$ cat src/bptc_pkg.sv
`timescale 1ns / 1ps

package bptc_pkg;

	// Configuration register indexes
	localparam logic [7:0] REG_CAL_A    = 8'd0;
	localparam logic [7:0] REG_CAL_B    = 8'd1;
	localparam logic [7:0] REG_CAL_C    = 8'd2;
	localparam logic [7:0] REG_P_OFFSET = 8'd3;

	localparam int unsigned CFG_INDEX_W = 8;
	localparam int unsigned CFG_DATA_W  = 64;

	localparam logic [16:0] P_OFFSET_RST = 17'd99880;

	// Depth of the queue between front and back
	localparam int unsigned BPTC_QUEUE_DEPTH = 4;

	// Number of registered stages in the back part, output register included
	localparam int unsigned BACK_STAGES = 14;

	localparam logic [31:0] RAW_MID      = 32'd8388608;
	localparam logic [31:0] K_C1         = 32'd4459;
	localparam logic [31:0] K_C2         = 32'd256;
	localparam logic [31:0] T_BASE       = 32'd81920000;  // 2500 << 15
	localparam logic [31:0] K_C5         = 32'd4443;
	localparam logic [31:0] K_C4         = 32'd120586;
	localparam logic [31:0] K_C8         = 32'd7180;
	localparam logic [31:0] K_C7         = 32'd166426;
	localparam logic [31:0] LOW11_MASK   = 32'h0000_07FF;
	localparam logic [31:0] CF_BASE      = 32'd2097152;

	typedef struct packed {
		logic [11:0] c0;
		logic [10:0] c1;
		logic [8:0]  c2;
		logic [12:0] c3;
		logic [17:0] c4;
		logic [14:0] c5;
		logic [12:0] c6;
		logic [18:0] c7;
		logic [12:0] c8;
		logic [13:0] c9;
		logic [9:0]  c10;
		logic [7:0]  c11;
		logic [4:0]  c12;
	} coef_t;

	// One queued reading pair, already offset and with dT formed
	typedef struct packed {
		logic [31:0] pu;
		logic [31:0] dt;
	} entry_t;

	function automatic logic [31:0] sra(input logic [31:0] x, input int unsigned n);
		logic signed [31:0] xs;
		xs = x;
		return 32'(xs >>> n);
	endfunction

	function automatic logic [31:0] mul32(input logic [31:0] a, input logic [31:0] b);
		logic [63:0] p;
		p = {32'd0, a} * {32'd0, b};
		return p[31:0];
	endfunction

	function automatic logic sge(input logic [31:0] a, input logic [31:0] b);
		return $signed(a) >= $signed(b);
	endfunction

	function automatic coef_t unpack_cal(input logic [63:0] a, input logic [63:0] b,
			input logic [31:0] c);
		logic [15:0] w0, w1, w2, w3, w4, w5, w6, w7, w8, w9;
		coef_t k;
		w0 = a[63:48];
		w1 = a[47:32];
		w2 = a[31:16];
		w3 = a[15:0];
		w4 = b[63:48];
		w5 = b[47:32];
		w6 = b[31:16];
		w7 = b[15:0];
		w8 = c[31:16];
		w9 = c[15:0];
		k.c0  = w0[15:4];
		k.c1  = {w1[15:8], w2[2:0]};
		k.c2  = {w1[7:0], w4[0]};
		k.c3  = w2[15:3];
		k.c4  = {w3, w0[1:0]};
		k.c5  = w4[15:1];
		k.c6  = w5[15:3];
		k.c7  = {w6, w5[2:0]};
		k.c8  = w7[15:3];
		k.c9  = w8[15:2];
		k.c10 = {w9[15:8], w8[1:0]};
		k.c11 = w9[7:0];
		k.c12 = {w0[3:2], w7[2:0]};
		return k;
	endfunction

endpackage

$ cat src/bptc_queue.sv
`timescale 1ns / 1ps

module bptc_queue import bptc_pkg::*; #(
	parameter int unsigned DEPTH = BPTC_QUEUE_DEPTH
) (
	input  logic   clk,
	input  logic   arst_n,
	input  logic   push,
	input  entry_t push_data,
	output logic   full,
	input  logic   pop,
	output logic   not_empty,
	output entry_t head
);

	localparam int unsigned PW = (DEPTH > 1) ? $clog2(DEPTH) : 1;
	localparam int unsigned CW = $clog2(DEPTH + 1);

	entry_t        mem_q [DEPTH];
	logic [PW-1:0] wr_ptr_q;
	logic [PW-1:0] rd_ptr_q;
	logic [CW-1:0] cnt_q;

	assign full      = cnt_q == CW'(DEPTH);
	assign not_empty = cnt_q != '0;
	assign head      = mem_q[rd_ptr_q];

	always_ff @(posedge clk) begin
		if (push) begin
			mem_q[wr_ptr_q] <= push_data;
		end
	end

	always_ff @(posedge clk or negedge arst_n) begin
		if (!arst_n) begin
			wr_ptr_q <= '0;
			rd_ptr_q <= '0;
			cnt_q    <= '0;
		end else begin
			if (push) begin
				wr_ptr_q <= (wr_ptr_q == PW'(DEPTH - 1)) ? '0 : wr_ptr_q + 1'b1;
			end
			if (pop) begin
				rd_ptr_q <= (rd_ptr_q == PW'(DEPTH - 1)) ? '0 : rd_ptr_q + 1'b1;
			end
			case ({push, pop})
				2'b10:   cnt_q <= cnt_q + 1'b1;
				2'b01:   cnt_q <= cnt_q - 1'b1;
				default: cnt_q <= cnt_q;
			endcase
		end
	end

endmodule

$ cat config.mk
export PLATFORM = sky130hd
export DESIGN_NAME = bptc_queue
export DESIGN_NICKNAME = d
export VERILOG_FILES = /design/src/bptc_pkg.sv /design/src/bptc_queue.sv
export SDC_FILE = /design/constraint.sdc
export NUM_CORES = 1
export LEC_CHECK = 0
export BUFFER_PORTS_ARGS = -buffer_cell sky130_fd_sc_hd__buf_2
export CAP_MARGIN = 20
export CORE_MARGIN = 1
export CORE_UTILIZATION = 57
export CTS_CLUSTER_DIAMETER = 30
export DETAILED_ROUTE_END_ITERATION = 8
export PLACE_DENSITY = 0.88
export SYNTH_ARGS = -nofsm -noshare
export SYNTH_HDL_FRONTEND = slang
export SYNTH_SLANG_ARGS = --single-unit
export TNS_END_PERCENT = 1
$ cat constraint.sdc
create_clock -name clk -period 2.8 [get_ports clk]
set_input_delay 0.14 -clock clk [delete_from_list [all_inputs] [get_ports clk]]
set_output_delay 0.14 -clock clk [all_outputs]
set_load 0.005 [all_outputs]
After elaboration in Yosys (flattened, before gate mapping)

Memory sizes are Yosys's and may differ from the RTL's.
Index checks and enable logic that the tools add are counted.

Bitwise logic cells: 0
Multiplexer cells: 5
Shift operators: 0
Multipliers: 0
Reductions and logical operators: 2
Equality and inequality tests: 5
Add/sub/neg operators: 4
Divide/modulo/power cells: 0
Order comparisons: 0

Operators with widths:

| kind                                                                | count |
|---|---|
| 2-bit == test (second input constant)                               | 3 |
| 3-bit one-hot mux with 2 select lines                               | 1 |
| 2-bit by 1-bit adder with 2-bit output (second input constant)      | 2 |
| 2-bit 2-to-1 mux                                                    | 2 |
| 3-bit by 1-bit adder with 3-bit output (second input constant)      | 1 |
| 3-bit == test (second input constant)                               | 1 |
| 3-bit nonzero test                                                  | 1 |
| 3-bit by 1-bit subtractor with 3-bit output (second input constant) | 1 |
| 2-bit by 1-bit == test with 1-bit output (second input constant)    | 1 |
| 1-bit 2-to-1 mux                                                    | 2 |
| 2-bit nonzero test                                                  | 1 |

Output and inout bits: 66
Flip-flop bits (word level): 7
Bits in read-only memories: 0
Input port bits: 68
Latch bits: 0
Memory bits (writable): 256
Memories: 1

Memories:

| memory | depth | bits a word | rd ports | clocked after Yosys merged registers in | write ports | RTL line         | text |
|---|---|---|---|---|---|---|---|
| mem_q  | 4     | 64          | 1        | 0                                       | 1           | bptc_queue.sv:19 | `entry_t mem_q [DEPTH];` |

Depth between registers and ports, before layout

Gate-level depths: netlist of run 1.

Depth after elaboration: 2
Depth in mapped cells: 7

Worst setup path before layout of run 1

Ideal clock, no wire load.

Path type: register to register
Start: reg wr_ptr_q[0]
End: mem mem_q[2][0] (netlist name), enable pin
Cell stages (with the launch flop): 4
Path slack: 0.252 ns
Library setup time: 0.429 ns
Clock period less this slack: 2.548 ns
Arrival: 2.119 ns
Path through: dfrtp_1 inv_1 ha_1 and2_1

RTL lines:

| what                   | RTL line         | text |
|---|---|---|
| start, declared        | bptc_queue.sv:20 | `logic [PW-1:0] wr_ptr_q;` |
| start signal, assigned | bptc_queue.sv:41 | `wr_ptr_q <= (wr_ptr_q == PW'(DEPTH - 1)) ? '0 : wr_ptr_q + 1'b1;` |
| end, declared          | bptc_queue.sv:19 |  |

Straight into the memory's write port.

==> results of run 1 <==
cell type report:
type,instances,area [um2],area share [%]
multi-input cells,90,1670,13.1
clock buffers,44,1080,8.47
inverters,6,22.5,0.177
clock inverters,31,372,2.92
flip-flops and latches,263,7870,61.7
repair buffers,211,1460,11.4
well taps,220,275,2.16
where the power goes:
part / leakage (nW) / internal, mW / switching [mW]
logic: 1.41 / 1.59 / 1.32
registers: 2.43 / 5.06 / 0.431
clock network: 0.694 / 3.39 / 1.84
total: 4.54 / 10.0 / 3.59
metrics by stage:
step | cells | setup WS, ps | power, mW | util, %
after floorplan | 373 | 252 | 7.23 | -
after global placement | 722 | 966 | 8.25 | 64.0
after detailed placement | 722 | 923 | 8.40 | 64.0
after CTS | 865 | 396 | 13.7 | 76.9
after global routing | 865 | 330 | 14.1 | 76.9
final | 865 | 451 | 13.6 | 76.9
registers in the layout, indices dropped and copies added, names as in the netlist:
signal / count
wr_ptr_q: 2
rd_ptr_q: 2
cnt_q: 3
mem_q: 256
layer usage:
layer | share of wire, % | GRT usage (%)
met1 | 40 | 29.7
met2 | 52 | 39.6
met3 | 6.0 | 4.92
met4 | 2.2 | 7.30
met5 | 0 | 0
placed cells by master, fill, tap and decap left out, drive strengths merged, types with 2 or more instances in the layout:
cell type	netlist	final
clkbuf	1	44
o21ai	3	3
clkinvlp	0	6
and2	4	4
mux4	64	64
clkinv	0	14
bufinv	0	6
inv	6	11
xor2	2	2
edfxtp	256	256
nor2	2	2
or3	2	2
nand2	2	2
ha	6	6
dlygate4sd3	0	68
mux2	2	2
buf	13	143
dfrtp	7	7
cell families after synthesis:
| family | synth area share (%) |
|---|---|
| XOR/XNOR | 0.272 |
| AO/OA/AOI/OAI | 0.156 |
| multiplexers | 15.2 |
| AND/OR/NAND/NOR | 0.609 |
| buffers and inverters | 1.32 |
| adder cells (fa/ha/maj) | 0.985 |
| flip-flops | 81.5 |
worst register-to-register path: cells and delay by family (launching register included):
kind	cells	cell delay (ps)
adder cells (fa/ha/maj)	1	150
AND/OR/NAND/NOR	1	510
buffers and inverters	2	460
flip-flops	1	410
worst max path at each step:
stage / to / depth (start not counted) / start / slack (ps)
floorplan: mem_q[2][0]$_DFFE_PP_ / 3 / wr_ptr_q[0]$_DFFE_PN0P_ / 250
global placement: head[18] / 3 / rd_ptr_q[0]$_DFFE_PN0P_ / 970
detailed placement: mem_q[0][62]$_DFFE_PP_ / 4 / wr_ptr_q[0]$_DFFE_PN0P_ / 920
CTS: head[18] / 3 / rd_ptr_q[0]$_DFFE_PN0P_ / 400
global route: head[18] / 3 / rd_ptr_q[0]$_DFFE_PN0P_ / 330
finish: head[23] / 2 / rd_ptr_q[1]$_DFFE_PN0P_ / 450
==> flow_metrics.tcl, run 1 <==
set metrics [dict create \
    p_leak_nw 4.54 \
    drtIter0Drc 404 \
    post-synth-top-count-cell "edfxtp_1" \
    root_buffer "clkbuf_16" \
    ys_ff_latch 263 \
    die_x_um 132 \
    cap_violations 0 \
    core_um2 16600 \
    period_needed_ps 2350 \
    pwr_density_cell_nw_per_um2 1070 \
    path_delay_family "flip-flops" \
    grt_overflow_total 0 \
    drc 0 \
    grt_pass1_vias 5385 \
    place.gp.congestion 0.686 \
    rrSetupSlack_ps 940 \
    area_delta_synth_final_pct 32.1 \
    clock_sinks 263 \
    async_flop_share_pct 2.66 \
    fp-row-count 47 \
    design_area_um2 12700 \
    postCtsHoldBufs 68 \
    clk_latency_ps 510 \
    clock_skew_ps 11.8 \
    worst_slew_pin_slew_ps 964 \
    clkTransAtPathRegs_ps 60 \
    dp_hpwl_um 10300 \
    ctsLongestPathBuffers 3 \
    synth_commonest_cells "edfxtp_1, mux4_2, dfrtp_1" \
    vias_per_cell 5.52 \
    crit_arrival_ps 2210 \
    ant_nets 0 \
    port_buffers 133 \
    dieArea_um2 17500 \
    outcome "finished, final reports clean" \
    ir_worst_vdd_mv 0.763 \
    r2r-end "mem_q[0][56]$_DFFE_PP_" \
    synthCells 373 \
    cts_tree "yes" \
    drive_above_1_share_pct 44.5 \
    grt_pass1_wl_um 29800 \
    post-cts-setup-buffers 0 \
    synth_flop_cell "edfxtp_1" \
    maxSlewViolCount 0 \
    start_util_pct 58.2 \
    diodes 0 \
    min-delay-start "push_data[10]" \
    drt_wl_total_um 19400 \
    synth_cell_types 19 \
    netlist_area_um2 9650 \
    worstPathCellList "mux4_2 -> buf_2" \
    whs_endpoint "mem_q[0][10]$_DFFE_PP_" \
    drtPass1Iterations 4 \
    h-tree-depth 2 \
    crit_fanout 66 \
    grtUsageTotal_pct 23.0 \
    cts_buffers 42 \
    fmax_ghz 0.426 \
    ctsResizeCount 0 \
    tns_ps 0 \
    crit_type "reg -> out" \
    wl_per_cell_um 22.5 \
    critical_path_buf_inv_count 1 \
    antenna_found_initial 0 \
    yosys_warnings 0 \
    io_pins 134 \
    vias 4779 \
    hp-class "in -> reg" \
    holdWs_ps 386 \
    finalHoldViolCount 0 \
    rr_worst_depth 4 \
    die_h_um 132 \
    max_slew_margin_pct 35.7 \
    synth.avg_cell_area_um2 25.9 \
    fillCellCount 879 \
    synth_edf_count 256 \
    worst-endpoint-required_ps 2660 \
    grt_setup_unrepaired "false" \
    synth_fp_nets 448 \
    synth_area_leaders "edfxtp_1, mux4_2, dfrtp_1" \
    startpoint_type "register" \
    synth_top_area_cell "edfxtp_1" \
    setup_viol 0 \
    grt_max_degree 67 \
    crit-reg2reg-launch "wr_ptr_q[0]$_DFFE_PN0P_" \
    cp-end-kind "output port" \
    holdPathStages 2 \
    slowest_delay_ps 1050 \
    cpMaxStageDelayCell "dfrtp_4" \
    placed_area_um2 10600 \
    final_nets 689 \
    ys_seq_area_share_pct 81.5 \
    synth.top_cell.area_share_pct 79.7 \
    fin_crit_sh_pct 83.9 \
]
Power figures use the tool's default switching activity.
==> run 2: changes to the inputs <==
CORE_UTILIZATION = 51   (was 57)
PLACE_DENSITY = 0.84   (was 0.88)
clock period = 1.9 ns   (was 2.8 ns; I/O delays follow)
==> run 2 against run 1 <==
Against the previous run:
- the flow now finishes with violations (negative setup slack)
- wire length shrank 1.8%
- sequential power increased by 42%
- global-route usage decreased by 3.0 points
- die area is 12% higher
- flip-flop and latch count did not move
- clock skew is 8.3 ps higher
- critical path depth increased by 2
- critical endpoint is now head[39]
- worst setup slack got worse by 590 ps
- non-clock buffer count rose by 13
- via count increased by 1.2%
==> flow_metrics.tcl, run 2 (synthesis results as in run 1) <==
set metrics [dict create \
    crit_arrival_ps 1940 \
    setup_viol 60 \
    crit_fanout 10 \
    drc 0 \
    tns_ps -6070 \
    rr_worst_depth 4 \
    clk_latency_ps 510 \
    start_util_pct 52.8 \
    fin_crit_sh_pct 107 \
    whs_endpoint "mem_q[2][30]$_DFFE_PP_" \
    max_slew_margin_pct 75.7 \
    grt_pass1_vias 5461 \
    antenna_found_initial 0 \
    final_nets 702 \
    vias 4838 \
    drtIter0Drc 217 \
    holdPathStages 2 \
    clkTransAtPathRegs_ps 60 \
    wl_per_cell_um 21.5 \
    holdWs_ps 337 \
    r2r-end "mem_q[1][8]$_DFFE_PP_" \
    cts_buffers 42 \
    rrSetupSlack_ps 350 \
    drive_above_1_share_pct 45.0 \
    h-tree-depth 2 \
    largest_reg_flops 256 \
    cpMaxStageDelayCell "mux4_2" \
    dieArea_um2 19500 \
    fp-row-count 49 \
    dp.cells 734 \
    grt_max_degree 42 \
    grt_pass1_wl_um 29000 \
    crit-reg2reg-launch "wr_ptr_q[1]$_DFFE_PN0P_" \
    maxSlewViolCount 0 \
    ctsLongestPathBuffers 3 \
    final_common_cell "edfxtp_1" \
    period_needed_ps 2040 \
    cts_tree "yes" \
    die_x_um 140 \
    io_pins 134 \
    pwr_density_cell_nw_per_um2 1580 \
    p_leak_nw 4.69 \
    root_buffer "clkbuf_16" \
    crit_type "reg -> out" \
    outcome "complete, but fails checks" \
    setup_slack_ps -138 \
    grt_setup_unrepaired "true" \
    ant_nets 0 \
    power_mw 20.6 \
    grt_overflow_total 0 \
    layout_common_cells "edfxtp_1, buf_2, dlygate4sd3_1, mux4_2, clkbuf_16" \
    dp_hpwl_um 10700 \
    worstPathCellList "buf_12 -> clkbuf_16 -> mux4_2 -> buf_2" \
    violations "negative setup slack" \
    worst_slew_pin_slew_ps 365 \
    clock_sinks 263 \
    largest-register "mem_q" \
    clock_skew_ps 20.0 \
    hp-class "in -> reg" \
    top_regs "mem_q (256), cnt_q (3)" \
    die_h_um 140 \
    ir_worst_vdd_mv 1.01 \
    cp-end-kind "output port" \
    port_buffers 133 \
    drtPass1Iterations 4 \
    place.gp.congestion 0.719 \
    drt_wl_total_um 19100 \
    startpoint_type "register" \
    vias_per_cell 5.44 \
    diodes 0 \
    finalHoldViolCount 0 \
    area_delta_synth_final_pct 35.6 \
    fmax_ghz 0.491 \
    grtUsageTotal_pct 20.0 \
    slowest_delay_ps 500 \
    min-delay-start "push_data[30]" \
    core_um2 18300 \
    worst-endpoint-required_ps 1800 \
    final_cells 889 \
    cap_violations 0 \
]
run 2: cell count changes in the layout (fill, tap and decap cells not counted), moves of 2 or more:
cell | previous run | this run
buf_12 | 3 | 9
buf_16 | 0 | 3
buf_2 | 133 | 131
buf_4 | 7 | 4
buf_6 | 0 | 4
bufinv_16 | 6 | 4
clkbuf_1 | 1 | 4
clkbuf_16 | 43 | 50
clkbuf_8 | 0 | 2
clkinv_1 | 2 | 4
clkinv_2 | 4 | 7
clkinv_4 | 8 | 1
run 2: area by class of cell:
| type | count | area (um2) |
|---|---|---|
| multi-input combinational | 90 | 1670 |
| clock buffer | 51 | 1170 |
| inverter | 6 | 22.5 |
| sequential | 263 | 7870 |
| timing repair buffer | 224 | 1800 |
| tap | 229 | 287 |
| clock inverter | 26 | 270 |
| fill | 1069 | 5180 |
run 2: through the flow:
| step | setup WS (ps) | utilization, % | area (um2) |
|---|---|---|---|
| floorplan | -648 | - | 9650 |
| global placement | 287 | 58.8 | 10700 |
| detailed placement | 277 | 58.8 | 10700 |
| CTS | -166 | 70.6 | 12900 |
| global route | -189 | 71.6 | 13100 |
| finish | -138 | 71.6 | 13100 |
run 2: critical path: cells and delay by family, from the launching register on:
kind / cells / cell delay (ps)
multiplexers: 1 / 500
flip-flops: 1 / 430
buffers and inverters: 3 / 500
run 2: where the power goes:
group          switching, mW  total (mW)  internal (mW)
Clock                   2.57        7.52           4.95
Sequential             0.326        7.78           7.46
Combinational           2.39        5.31           2.92
Total                   5.28        20.6           15.3
run 2: worst max-delay path by stage:
stage | from | to | cells past startpoint
CTS | rd_ptr_q[0]$_DFFE_PN0P_ | head[51] | 3
global route | rd_ptr_q[1]$_DFFE_PN0P_ | head[45] | 3
detailed placement | rd_ptr_q[0]$_DFFE_PN0P_ | head[51] | 3
finish | rd_ptr_q[0]$_DFFE_PN0P_ | head[39] | 4
global placement | rd_ptr_q[0]$_DFFE_PN0P_ | head[45] | 3
floorplan | wr_ptr_q[0]$_DFFE_PN0P_ | mem_q[0][0]$_DFFE_PP_ | 3
run 2: per-layer routing:
metal	global-route usage, %	vias up	part of all wire, %	routed length [um]
met5	0	-	0	0
met4	5.78	0	1.7	323
met3	5.23	32	5.2	993
met2	35.3	165	53	10000
met1	24.4	2524	41	7740
li1	-	2117	-	-
run 2: repair_timing:
action,4_1_cts,5_1_grt
hold endpoints to repair,267,0
setup endpoints to repair,59,64
gates resized for setup,1,6
gates cloned,0,6
buffers inserted,2,2
hold buffers,68,0
pin swaps,0,0
