`src/bptc_pkg.sv`:
```
`timescale 1ns / 1ps

package bptc_pkg;

	// Configuration register indexes
	localparam logic [7:0] REG_CAL_A    = 8'd0;
	localparam logic [7:0] REG_CAL_B    = 8'd1;
	localparam logic [7:0] REG_CAL_C    = 8'd2;
	localparam logic [7:0] REG_P_OFFSET = 8'd3;

	localparam int unsigned CFG_INDEX_W = 8;
	localparam int unsigned CFG_DATA_W  = 64;

	localparam logic [16:0] P_OFFSET_RST = 17'd99880;

	// Depth of the queue between front and back
	localparam int unsigned BPTC_QUEUE_DEPTH = 4;

	// Number of registered stages in the back part, output register included
	localparam int unsigned BACK_STAGES = 14;

	localparam logic [31:0] RAW_MID      = 32'd8388608;
	localparam logic [31:0] K_C1         = 32'd4459;
	localparam logic [31:0] K_C2         = 32'd256;
	localparam logic [31:0] T_BASE       = 32'd81920000;  // 2500 << 15
	localparam logic [31:0] K_C5         = 32'd4443;
	localparam logic [31:0] K_C4         = 32'd120586;
	localparam logic [31:0] K_C8         = 32'd7180;
	localparam logic [31:0] K_C7         = 32'd166426;
	localparam logic [31:0] LOW11_MASK   = 32'h0000_07FF;
	localparam logic [31:0] CF_BASE      = 32'd2097152;

	typedef struct packed {
		logic [11:0] c0;
		logic [10:0] c1;
		logic [8:0]  c2;
		logic [12:0] c3;
		logic [17:0] c4;
		logic [14:0] c5;
		logic [12:0] c6;
		logic [18:0] c7;
		logic [12:0] c8;
		logic [13:0] c9;
		logic [9:0]  c10;
		logic [7:0]  c11;
		logic [4:0]  c12;
	} coef_t;

	// One queued reading pair, already offset and with dT formed
	typedef struct packed {
		logic [31:0] pu;
		logic [31:0] dt;
	} entry_t;

	function automatic logic [31:0] sra(input logic [31:0] x, input int unsigned n);
		logic signed [31:0] xs;
		xs = x;
		return 32'(xs >>> n);
	endfunction

	function automatic logic [31:0] mul32(input logic [31:0] a, input logic [31:0] b);
		logic [63:0] p;
		p = {32'd0, a} * {32'd0, b};
		return p[31:0];
	endfunction

	function automatic logic sge(input logic [31:0] a, input logic [31:0] b);
		return $signed(a) >= $signed(b);
	endfunction

	function automatic coef_t unpack_cal(input logic [63:0] a, input logic [63:0] b,
			input logic [31:0] c);
		logic [15:0] w0, w1, w2, w3, w4, w5, w6, w7, w8, w9;
		coef_t k;
		w0 = a[63:48];
		w1 = a[47:32];
		w2 = a[31:16];
		w3 = a[15:0];
		w4 = b[63:48];
		w5 = b[47:32];
		w6 = b[31:16];
		w7 = b[15:0];
		w8 = c[31:16];
		w9 = c[15:0];
		k.c0  = w0[15:4];
		k.c1  = {w1[15:8], w2[2:0]};
		k.c2  = {w1[7:0], w4[0]};
		k.c3  = w2[15:3];
		k.c4  = {w3, w0[1:0]};
		k.c5  = w4[15:1];
		k.c6  = w5[15:3];
		k.c7  = {w6, w5[2:0]};
		k.c8  = w7[15:3];
		k.c9  = w8[15:2];
		k.c10 = {w9[15:8], w8[1:0]};
		k.c11 = w9[7:0];
		k.c12 = {w0[3:2], w7[2:0]};
		return k;
	endfunction

endpackage

```
`src/bptc_front.sv`:
```
`timescale 1ns / 1ps

module bptc_front import bptc_pkg::*; (
	input  logic        in_valid,
	output logic        in_stall,
	input  logic [23:0] raw_pressure,
	input  logic [23:0] raw_temperature,
	input  logic [11:0] c0,
	input  logic        q_full,
	output logic        push,
	output entry_t      push_data
);

	assign in_stall = q_full;
	assign push     = in_valid && !q_full;

	// Center both readings on mid-scale and form dT
	always_comb begin
		push_data.pu = {8'd0, raw_pressure} - RAW_MID;
		push_data.dt = sra({8'd0, raw_temperature} - RAW_MID, 4) + {16'd0, c0, 4'd0};
	end

endmodule

```
`config.mk`:
```
export PLATFORM = sky130hd
export DESIGN_NAME = bptc_front
export DESIGN_NICKNAME = d
export VERILOG_FILES = /design/src/bptc_pkg.sv /design/src/bptc_front.sv
export SDC_FILE = /design/constraint.sdc
export NUM_CORES = 1
export LEC_CHECK = 0
export BUFFER_PORTS_ARGS = -buffer_cell sky130_fd_sc_hd__buf_2
export CORE_ASPECT_RATIO = 0.9
export CORE_UTILIZATION = 32
export DETAILED_ROUTE_END_ITERATION = 12
export PLACE_DENSITY = 0.81
export SLEW_MARGIN = 20
export SYNTH_ARGS = -nofsm -noshare
export SYNTH_HDL_FRONTEND = slang
export SYNTH_SLANG_ARGS = --single-unit
export TNS_END_PERCENT = 5
```
`constraint.sdc`:
```
create_clock -name vclk -period 3.4
set_clock_uncertainty 0.05 [all_clocks]
set_input_delay 0.85 -clock vclk [all_inputs]
set_output_delay 0.85 -clock vclk [all_outputs]
set_load 0.02 [all_outputs]
```
# Word-level counts from Yosys, hierarchy flattened
# Index checks and enable logic that the tools add are counted.
# word_totals
elab_cells,5
ff_bits,0
# op_classes
reduce_logical,2
n_addsub,3
# op_table
operator,count
subtractor 24 x 24 -> 25 bit (second input constant),2
adder 21 x 17 -> 22 bit,1
logical AND 1 bit,1
zero test 1 bit,1

# Depth between registers and ports, before layout
# Gate-level depths: netlist (run 1).
# depth
depth_word,2
ltp_mapped,8

# Least setup slack after synthesis (run 1)
# Ideal clock, no wire load.
# synth_path
kind,input -> output
from,in raw_temperature[14]
to,out push_data[22] in the netlist's numbering
arrival_ns,2.916
t_required_ns,2.500
path_stages,8
slack_ns,-0.416
cell_sequence,ha_1 buf_6 a21oi_4 o31ai_4 and3_4 o311ai_4 nor2b_1 buf_4
# synth_rtl
element,line_no,rtl
start: declaration,bptc_front.sv:7,"input logic [23:0] raw_temperature,"
end: declaration,bptc_front.sv:11,output entry_t push_data

==> results by group, run 1 <==
Pwr
  • VDD IR max: 0.0000808 V
  • Leakage: 0.000698 uW
  • Pwr Density: 225 mW/mm^2

Global route
  • Initial antenna violation count: 0
  • Largest net degree at the start of global routing: 12
  • First-pass GRT wire length: 3760 um
  • Total GRT Usage: 0.122
  • Total global routing overflow: 0
  • Vias in the first global route: 910

STA
  • Final setup violation count: 0
  • RSZ-0062 raised after global routing: true
  • Final hold vios: 0
  • Period minus WS final: 3.37 ns
  • Fin Setup TNS: 0 ns
  • Slew Viols, Final: 0
  • Max_slew headroom: 0.755
  • Max Fclk: 296 MHz
  • Tightest Pin Transition: 0.359 ns
  • Crit share post-route: 0.992

Logic synthesis
  • Net Count, Synth: 219
  • Area contributors post-synth: buf_4 31%, ha_1 14%, xnor2_1 5.5%, a21oi_1 4.1%, xor2_1 3.2%
  • Synthesized area: 0.00111 mm^2
  • Cell accounting for the most synthesized area: buf_4
  • Share of the synthesized area in the top cell type: 0.312
  • Syn Inst Count: 144
  • Synthesized area per cell: 7.68 um^2
  • Synthesis Warnings: 0
  • Synth unique cells: 36
  • Seq/Total Area, Yosys: 0

Die
  • Core area: 0.00316 mm^2
  • Die Area: 0.00370 mm^2
  • Row Count: 19
  • Initial core utilization: 0.350
  • Die height: 57.8 um
  • Die width: 64.0 um
  • Num ports: 128

Final layout
  • Fillcell total: 322
  • Post-layout util: 0.442
  • Clock buffers: 0
  • Share of layout cells above drive strength 1: 0.600
  • Final net count: 262
  • Num sequential: 0
  • Area growth from synthesis to layout: 26.4%
  • Antenna diodes: 0
  • Footprint of the multi-input gates: 817 um^2
  • Register area: 0 um^2

Hold path
  • HP Start: raw_pressure[0]
  • HP Class: input pin to output pin
  • Hold path endpoint: push_data[32]
  • Min-Delay Path Depth: 0

Clocking
  • Cts-stage hold buffer count: 0
  • Post-CTS Setup Bufs: 0

Critical path
  • Worst Path Required: 2.50 ns
  • Setup CP Type: input pin to output pin
  • Worst Path Max Fanout: 3
  • Crit start category: input pin
  • CP Launch Point: raw_temperature[17]
  • CP arrival: 2.47 ns
  • Worst setup EP type: output pin

Run
  • Max Cap Viol: 0

Place
  • Final RePlAce weighted congestion: 0.814
  • Port buffer count: 70
  • Detail Placement HPWL: 2090 um

Route
  • DRT iter0 DRCs: 13
  • Via Count: 1077
  • Pre-antenna DRT Iters: 4
  • Total Wirelength: 2460 um
  • Drt wl/cell: 10.8 um
  • DRC Markers: 0
  • Detail Route Antenna Nets: 0
  • Vias per cell: 4.74

Status
  • Status: finished clean
cells by family after synthesis:
logic type               synth area share
buffers and inverters               0.350
AO/OA/AOI/OAI                       0.250
XOR/XNOR                           0.0871
adder cells (fa/ha/maj)             0.154
multiplexers                      0.00905
AND/OR/NAND/NOR                     0.150
what timing repair did:
item	CTS	global route
setup endpoints to repair	18	18
pin swaps	8	10
resized for setup	14	7
gates cloned	0	1
worst max-delay path, stage by stage:
cell and delay [ns]:
buf_2 0.10, ha_1 0.34, and3_4 0.22, nand4_1 0.11, a21oi_2 0.06, o311ai_4 0.32, buf_4 0.16, xor2_1 0.15
buf_4 0.16
power breakdown:
part / internal (uW) / switching (uW)
clock: 0 / 0
combinational: 136 / 178
sequential: 0 / 0
total: 136 / 178
metal layers:
metal	global-route usage	vias up	wire length (um)
met5	0	-	0
met2	0.223	50	1210
li1	-	542	-
met3	0.0197	0	159
met4	0.00974	0	0
met1	0.155	485	1090
worst max path at each step:
stage                    endpoint  slack [ns]
finish              push_data[19]        0.03
global route        push_data[14]       -0.07
CTS                 push_data[14]      -0.001
detailed placement  push_data[18]       -0.14
global placement    push_data[18]       -0.13
floorplan           push_data[22]      -0.007
metrics by stage:
stage | instances | cell area (um^2) | setup WS (ns) | hold slack (ns) | total power [uW]
6_report | 227 | 1400 | 0.0273 | 1.65 | 314
2_1_floorplan | 144 | 1110 | -0.00680 | 1.70 | 252
5_1_grt | 227 | 1400 | -0.0679 | 1.65 | 340
3_5_place_dp | 226 | 1290 | -0.144 | 1.65 | 294
3_3_place_gp | 226 | 1290 | -0.131 | 1.65 | 290
4_1_cts | 226 | 1350 | -0.000956 | 1.65 | 307
area by class of cell:
class | count | area share
timing repair buffer | 87 | 0.356
multi-input combinational | 90 | 0.585
inverter | 8 | 0.0215
tap | 42 | 0.0376
cell usage after synthesis, types with 2 or more instances:
| master | number |
|---|---|
| a21oi_4 | 2 |
| o21ai_0 | 3 |
| nor2_1 | 7 |
| xnor2_1 | 7 |
| nand2b_1 | 2 |
| ha_1 | 12 |
| a21oi_1 | 9 |
| nor4_1 | 2 |
| nand3_1 | 5 |
| xor2_1 | 4 |
| a211oi_1 | 2 |
| a21oi_2 | 2 |
| nor3_1 | 2 |
| buf_4 | 46 |
| inv_1 | 7 |
| nor2b_1 | 4 |
| and3_1 | 2 |
| nand4_1 | 2 |
| nand2_1 | 5 |
| a21o_1 | 3 |
layout by cell type (no fill, tap or decap), types with 2 or more instances in the layout:
master and instances:
buf_2 65, buf_4 20, a21oi_1 9, nor2_1 7, xnor2_1 7, ha_1 7
inv_1 6, nand2_1 5, nand3_1 5, xor2_1 4, a21o_1 3, nor2b_1 3
ha_4 3, inv_2 2, and3_4 2, a21oi_4 2, a21oi_2 2, nand4_1 2
a211oi_1 2, nor3_1 2, ha_2 2, buf_6 2
No activity file was read; power rests on OpenSTA's default activity.
==> run 2: changes to the inputs <==
ABC_AREA = 1   (was unset)
CORE_UTILIZATION = 34   (was 32)
PLACE_DENSITY = 0.8   (was 0.81)
==> run 2 against run 1 <==
Critical path depth grew 2. Core utilization shrank 5.4 points. Sequential share of layout area is the same. Die area grew 9.1%. Global-route usage grew 1.8 points. Largest cell class unchanged. Via count grew 23%. Non-clock buffer count shrank 17.
==> results by group, run 2 <==
Status
  • Status: finished clean

Die
  • Die Area: 0.00403 mm^2 (+9.1%)
  • Die height: 60.4 um (+4.5%)
  • Die width: 66.8 um (+4.5%)
  • Initial core utilization: 0.367 (+0.0173)
  • Num ports: 128 (unchanged)
  • Row Count: 20 (+1)
  • Core area: 0.00350 mm^2 (+11%)

Critical path
  • Worst Path Required: 2.50 ns (about the same)
  • Worst Path Max Fanout: 3 (unchanged)
  • Setup CP Type: input pin to output pin
  • Crit start category: input pin
  • CP peak stage delay: 0.36 ns (+0.02 ns)
  • Critical path's top delay family: adder cells
  • CP arrival: 2.35 ns (-0.12 ns)
  • Worst setup EP type: output pin
  • Worst-path cell chain: buf_2, ha_2, inv_1, fa_2, inv_1, nand3_1, nand3_2, nand2_1, nand2_1, xor2_1, buf_4
  • Buf+Inv Stages, Crit Path: 4 (+1)
  • CP max stage cell: fa_2

Final layout
  • Final net count: 337 (+29%)
  • Area growth from synthesis to layout: 5.64%
  • Design area: 0.00136 mm^2 (-2.8%)
  • Most frequent cells in the layout: 77 x nand2_1, 69 x buf_2, 40 x inv_1
  • Final cell count without fillers: 304 (+34%)
  • Register area: 0 um^2 (unchanged)
  • Share of layout cells above drive strength 1: 0.308 (-0.292)
  • Commonest non-fill, non-tap cell in the layout: nand2_1
  • Fillcell total: 408 (+27%)
  • Clock buffers: 0 (unchanged)
  • Antenna diodes: 0 (unchanged)
  • Footprint of the multi-input gates: 793 um^2 (-2.9%)
  • Num sequential: 0 (unchanged)

Hold path
  • HP Class: input pin to output pin

Global route
  • Initial antenna violation count: 0 (unchanged)
  • Vias in the first global route: 1171 (+29%)
  • Largest net degree at the start of global routing: 12 (unchanged)
  • Total global routing overflow: 0 (unchanged)
  • First-pass GRT wire length: 4600 um (+22%)
  • Total GRT Usage: 0.139 (+0.0176)

Place
  • Final RePlAce weighted congestion: 0.866 (+6.5%)
  • Placed Area: 0.00135 mm^2 (+4.6%)
  • Detail Placement HPWL: 2520 um (+20%)
  • Placed cells: 304 (+35%)
  • Port buffer count: 70 (unchanged)

Clocking
  • Cts-stage hold buffer count: 0 (unchanged)
  • Post-CTS resize count: 0 (-14)
  • Post-CTS Setup Bufs: 0 (unchanged)

Pwr
  • Sequential power share: 0 (unchanged)
  • Leakage: 0.000936 uW (+34%)
  • Net Switching: 179 uW (+0.16%)
  • Pwr Density: 206 mW/mm^2 (-8.5%)
  • Clk pwr share: 0 (unchanged)
  • Comb pwr share: 1.000 (about the same)
  • Net Sw Frac: 0.639 (+0.0714)
  • Int Pwr: 101 uW (-26%)
  • VDD IR max: 0.0000623 V (-23%)

Logic synthesis
  • Synthesis Warnings: 0 (unchanged)
  • Seq/Total Area, Yosys: 0 (unchanged)
  • Cell accounting for the most synthesized area: buf_4
  • Synthesized area per cell: 5.45 um^2 (-29%)
  • Net Count, Synth: 311 (+42%)
  • Synthesized area: 0.00129 mm^2 (+16%)
  • Syn Inst Count: 236 (+64%)
  • Area contributors post-synth: buf_4 27%, nand2_1 22%, inv_1 12%, ha_1 12%, nand3_1 5.8%
  • Share of the synthesized area in the top cell type: 0.268 (-0.0437)
  • Count leader, synth: nand2_1
  • Synth unique cells: 22 (-39%)
  • Top post-synthesis cells by count: 77 x nand2_1, 46 x buf_4, 41 x inv_1, 15 x nand3_1, 15 x nor2_1

Route
  • Via Count: 1327 (+23%)
  • Drt wl/cell: 9.28 um (-14%)
  • Pre-antenna DRT Iters: 4 (unchanged)
  • Total Wirelength: 2820 um (+15%)
  • Detail Route Antenna Nets: 0 (unchanged)
  • DRT iter0 DRCs: 55 (+42)
  • Vias per cell: 4.37 (-8.0%)
  • DRC Markers: 0 (unchanged)

STA
  • Max_slew headroom: 0.854 (+0.0998)
  • WHS: 1.65 ns (unchanged)
  • Crit share post-route: 0.957 (-0.0350)
  • Fin Setup TNS: 0 ns (unchanged)
  • Tightest Pin Transition: 0.218 ns (-0.140 ns)
  • Final setup violation count: 0 (unchanged)
  • Period minus WS final: 3.25 ns (-0.119 ns)
  • Max Fclk: 307 MHz (+3.7%)
  • Slew Viols, Final: 0 (unchanged)
  • Final hold vios: 0 (unchanged)
  • RSZ-0062 raised after global routing: false

Run
  • Max Cap Viol: 0 (unchanged)
[run 2: worst paths after layout]
check / start / to / slack [ns] / depth (start not counted)
min: raw_temperature[4] / push_data[0] / 1.65 / 0
max: raw_temperature[8] / push_data[12] / 0.15 / 11
[run 2: area by class of cell]
cell class                 count  area share
inverter                      42       0.116
tap                           44      0.0405
timing repair buffer          70       0.260
multi-input combinational    148       0.584
[run 2: power by group through the flow]
stage / logic [uW] / clock network (uW) / registers [uW]
final: 280 / 0 / 0
after global routing: 312 / 0 / 0
after CTS: 278 / 0 / 0
after detailed placement: 277 / 0 / 0
after global placement: 273 / 0 / 0
after floorplan: 253 / 0 / 0
[run 2: cell families after synthesis]
family | count (synthesis) | share of synthesized area
AND/OR/NAND/NOR | 121 | 0.400
adder cells (fa/ha/maj) | 13 | 0.132
XOR/XNOR | 7 | 0.0477
buffers and inverters | 88 | 0.391
AO/OA/AOI/OAI | 7 | 0.0292
[run 2: per-stage QoR]
step	power (uW)	setup slack (ns)	util
after floorplan	253	0.278	-
after global placement	273	0.0755	0.384
after detailed placement	277	0.0353	0.384
after CTS	278	0.0309	0.384
after global routing	312	0.0184	0.388
final	280	0.146	0.388
[run 2: per-layer routing]
layer,wire [um],GRT usage
met5,0,0
met1,1240,0.170
met3,114,0.00940
met4,0,0.0213
met2,1470,0.271
==> run 3: changes to the inputs <==
SETUP_SLACK_MARGIN = 0.4   (was unset)
==> run 3 against run 2 <==
Worst setup slack improved by 0.15 ns. Critical path type unchanged. First-iteration DRC count increased to 2.5 times the previous value. Critical path depth decreased by 1. Core utilization increased by 9.7 points. Sequential share of layout area unchanged.
==> results by group, run 3 (same netlist as run 2, synthesis figures left out) <==
Critical path
  • Crit start category: input pin
  • Worst setup EP type: output pin
  • Worst Path Required: 2.50 ns (about the same)
  • Worst Path Max Fanout: 5 (+2)
  • Setup CP Type: input pin to output pin
  • CP arrival: 2.21 ns (-0.14 ns)

Place
  • Final RePlAce weighted congestion: 0.862 (-0.54%)
  • Detail Placement HPWL: 2480 um (-1.3%)
  • Placed Area: 0.00135 mm^2 (unchanged)
  • Port buffer count: 70 (unchanged)

STA
  • Period minus WS final: 3.11 ns (-0.146 ns)
  • Final hold vios: 0 (unchanged)
  • Max_slew headroom: 0.852 (-0.00219)
  • Crit share post-route: 0.914 (-0.0428)
  • RSZ-0062 raised after global routing: true
  • Tightest Pin Transition: 0.222 ns (+0.00329 ns)
  • Fin Setup TNS: 0 ns (unchanged)
  • Max Fclk: 322 MHz (+4.7%)
  • Slew Viols, Final: 0 (unchanged)
  • Final setup violation count: 0 (unchanged)
  • WHS: 1.65 ns (unchanged)

Final layout
  • Most frequent cells in the layout: 67 x nand2_1, 53 x buf_2, 36 x inv_1
  • Register area: 0 um^2 (unchanged)
  • Num sequential: 0 (unchanged)
  • Commonest non-fill, non-tap cell in the layout: nand2_1
  • Share of layout cells above drive strength 1: 0.452 (+0.144)
  • Design area: 0.00170 mm^2 (+25%)
  • Clock buffers: 0 (unchanged)
  • Footprint of the multi-input gates: 993 um^2 (+25%)
  • Final net count: 347 (+3.0%)
  • Antenna diodes: 0 (unchanged)
  • Post-layout util: 0.485 (+0.0975)
  • Area growth from synthesis to layout: 32.2%
  • Fillcell total: 321 (-21%)

Global route
  • Largest net degree at the start of global routing: 10 (-2)
  • Total global routing overflow: 0 (unchanged)
  • First-pass GRT wire length: 5090 um (+11%)
  • Vias in the first global route: 1236 (+5.6%)
  • Total GRT Usage: 0.155 (+0.0154)
  • Initial antenna violation count: 0 (unchanged)

Pwr
  • Clk pwr share: 0 (unchanged)
  • Sequential power share: 0 (unchanged)
  • Int Pwr: 147 uW (+46%)
  • Pwr Density: 210 mW/mm^2 (+2.3%)
  • Net Sw Frac: 0.589 (-0.0503)
  • VDD IR max: 0.0000717 V (+15%)
  • Comb pwr share: 1.000 (about the same)
  • Overall Power: 358 uW (+28%)
  • Net Switching: 211 uW (+18%)
  • Leakage: 0.00101 uW (+8.1%)

Route
  • DRT iter0 DRCs: 138 (+150%)
  • Total Wirelength: 3950 um (+40%)
  • DRC Markers: 0 (unchanged)
  • Drt wl/cell: 12.6 um (+36%)
  • Pre-antenna DRT Iters: 5 (+1)
  • Detail Route Antenna Nets: 0 (unchanged)
  • Via Count: 1461 (+10%)
  • Vias per cell: 4.65 (+6.6%)

Die
  • Die width: 66.8 um (unchanged)
  • Initial core utilization: 0.367 (unchanged)
  • Row Count: 20 (unchanged)
  • Die Area: 0.00403 mm^2 (unchanged)
  • Core area: 0.00350 mm^2 (unchanged)
  • Num ports: 128 (unchanged)
  • Die height: 60.4 um (unchanged)

Status
  • Status: finished clean

Clocking
  • Cts-stage hold buffer count: 0 (unchanged)

Hold path
  • HP Class: input pin to output pin
  • Min-Delay Path Depth: 0 (unchanged)

Run
  • Max Cap Viol: 0 (unchanged)
[run 3: worst paths after layout]
check                               from            end  slack, ns
worst max-delay path              c0[11]  push_data[17]       0.29
worst min-delay path  raw_temperature[6]   push_data[2]       1.65
[run 3: what timing repair did]
action | 4_1_cts | 5_1_grt
pin swaps | 3 | 15
gates cloned | 1 | 0
setup endpoints to repair | 22 | 23
resized for setup | 23 | 41
buffers inserted | 2 | 7
[run 3: per-stage QoR]
stage	std cells	setup WS, ns
floorplan	236	0.284
global placement	304	0.0719
detailed placement	304	0.0726
CTS	307	0.317
global route	314	0.196
finish	314	0.292
[run 3: power groups by stage]
stage	clock network (uW)	registers [uW]	logic [uW]
6_report	0	0	358
5_1_grt	0	0	387
4_1_cts	0	0	306
3_5_place_dp	0	0	276
3_3_place_gp	0	0	273
2_1_floorplan	0	0	253
[run 3: final cells by class]
class	count	area share
inverters	42	0.0927
multi-input cells	148	0.584
well taps	44	0.0324
repair buffers	79	0.286
repair inverters	1	0.00442
[run 3: routing by layer]
| layer | GRT usage | wire length, um | vias to the layer above |
|---|---|---|---|
| li1 | - | - | 738 |
| met1 | 0.191 | 1550 | 649 |
| met3 | 0.0207 | 283 | 12 |
| met5 | 0 | 0 | - |
| met4 | 0.0243 | 125 | 0 |
| met2 | 0.290 | 1990 | 62 |
[run 3: worst max-delay path, stage by stage]
cell and delay (ns):
buf_2 0.11, ha_2 0.39, nand2_2 0.12, nor2_2 0.18
nand2_1 0.06, o21bai_1 0.16, nand2_1 0.08, nand2_1 0.05
nand2_1 0.04, buf_2 0.16
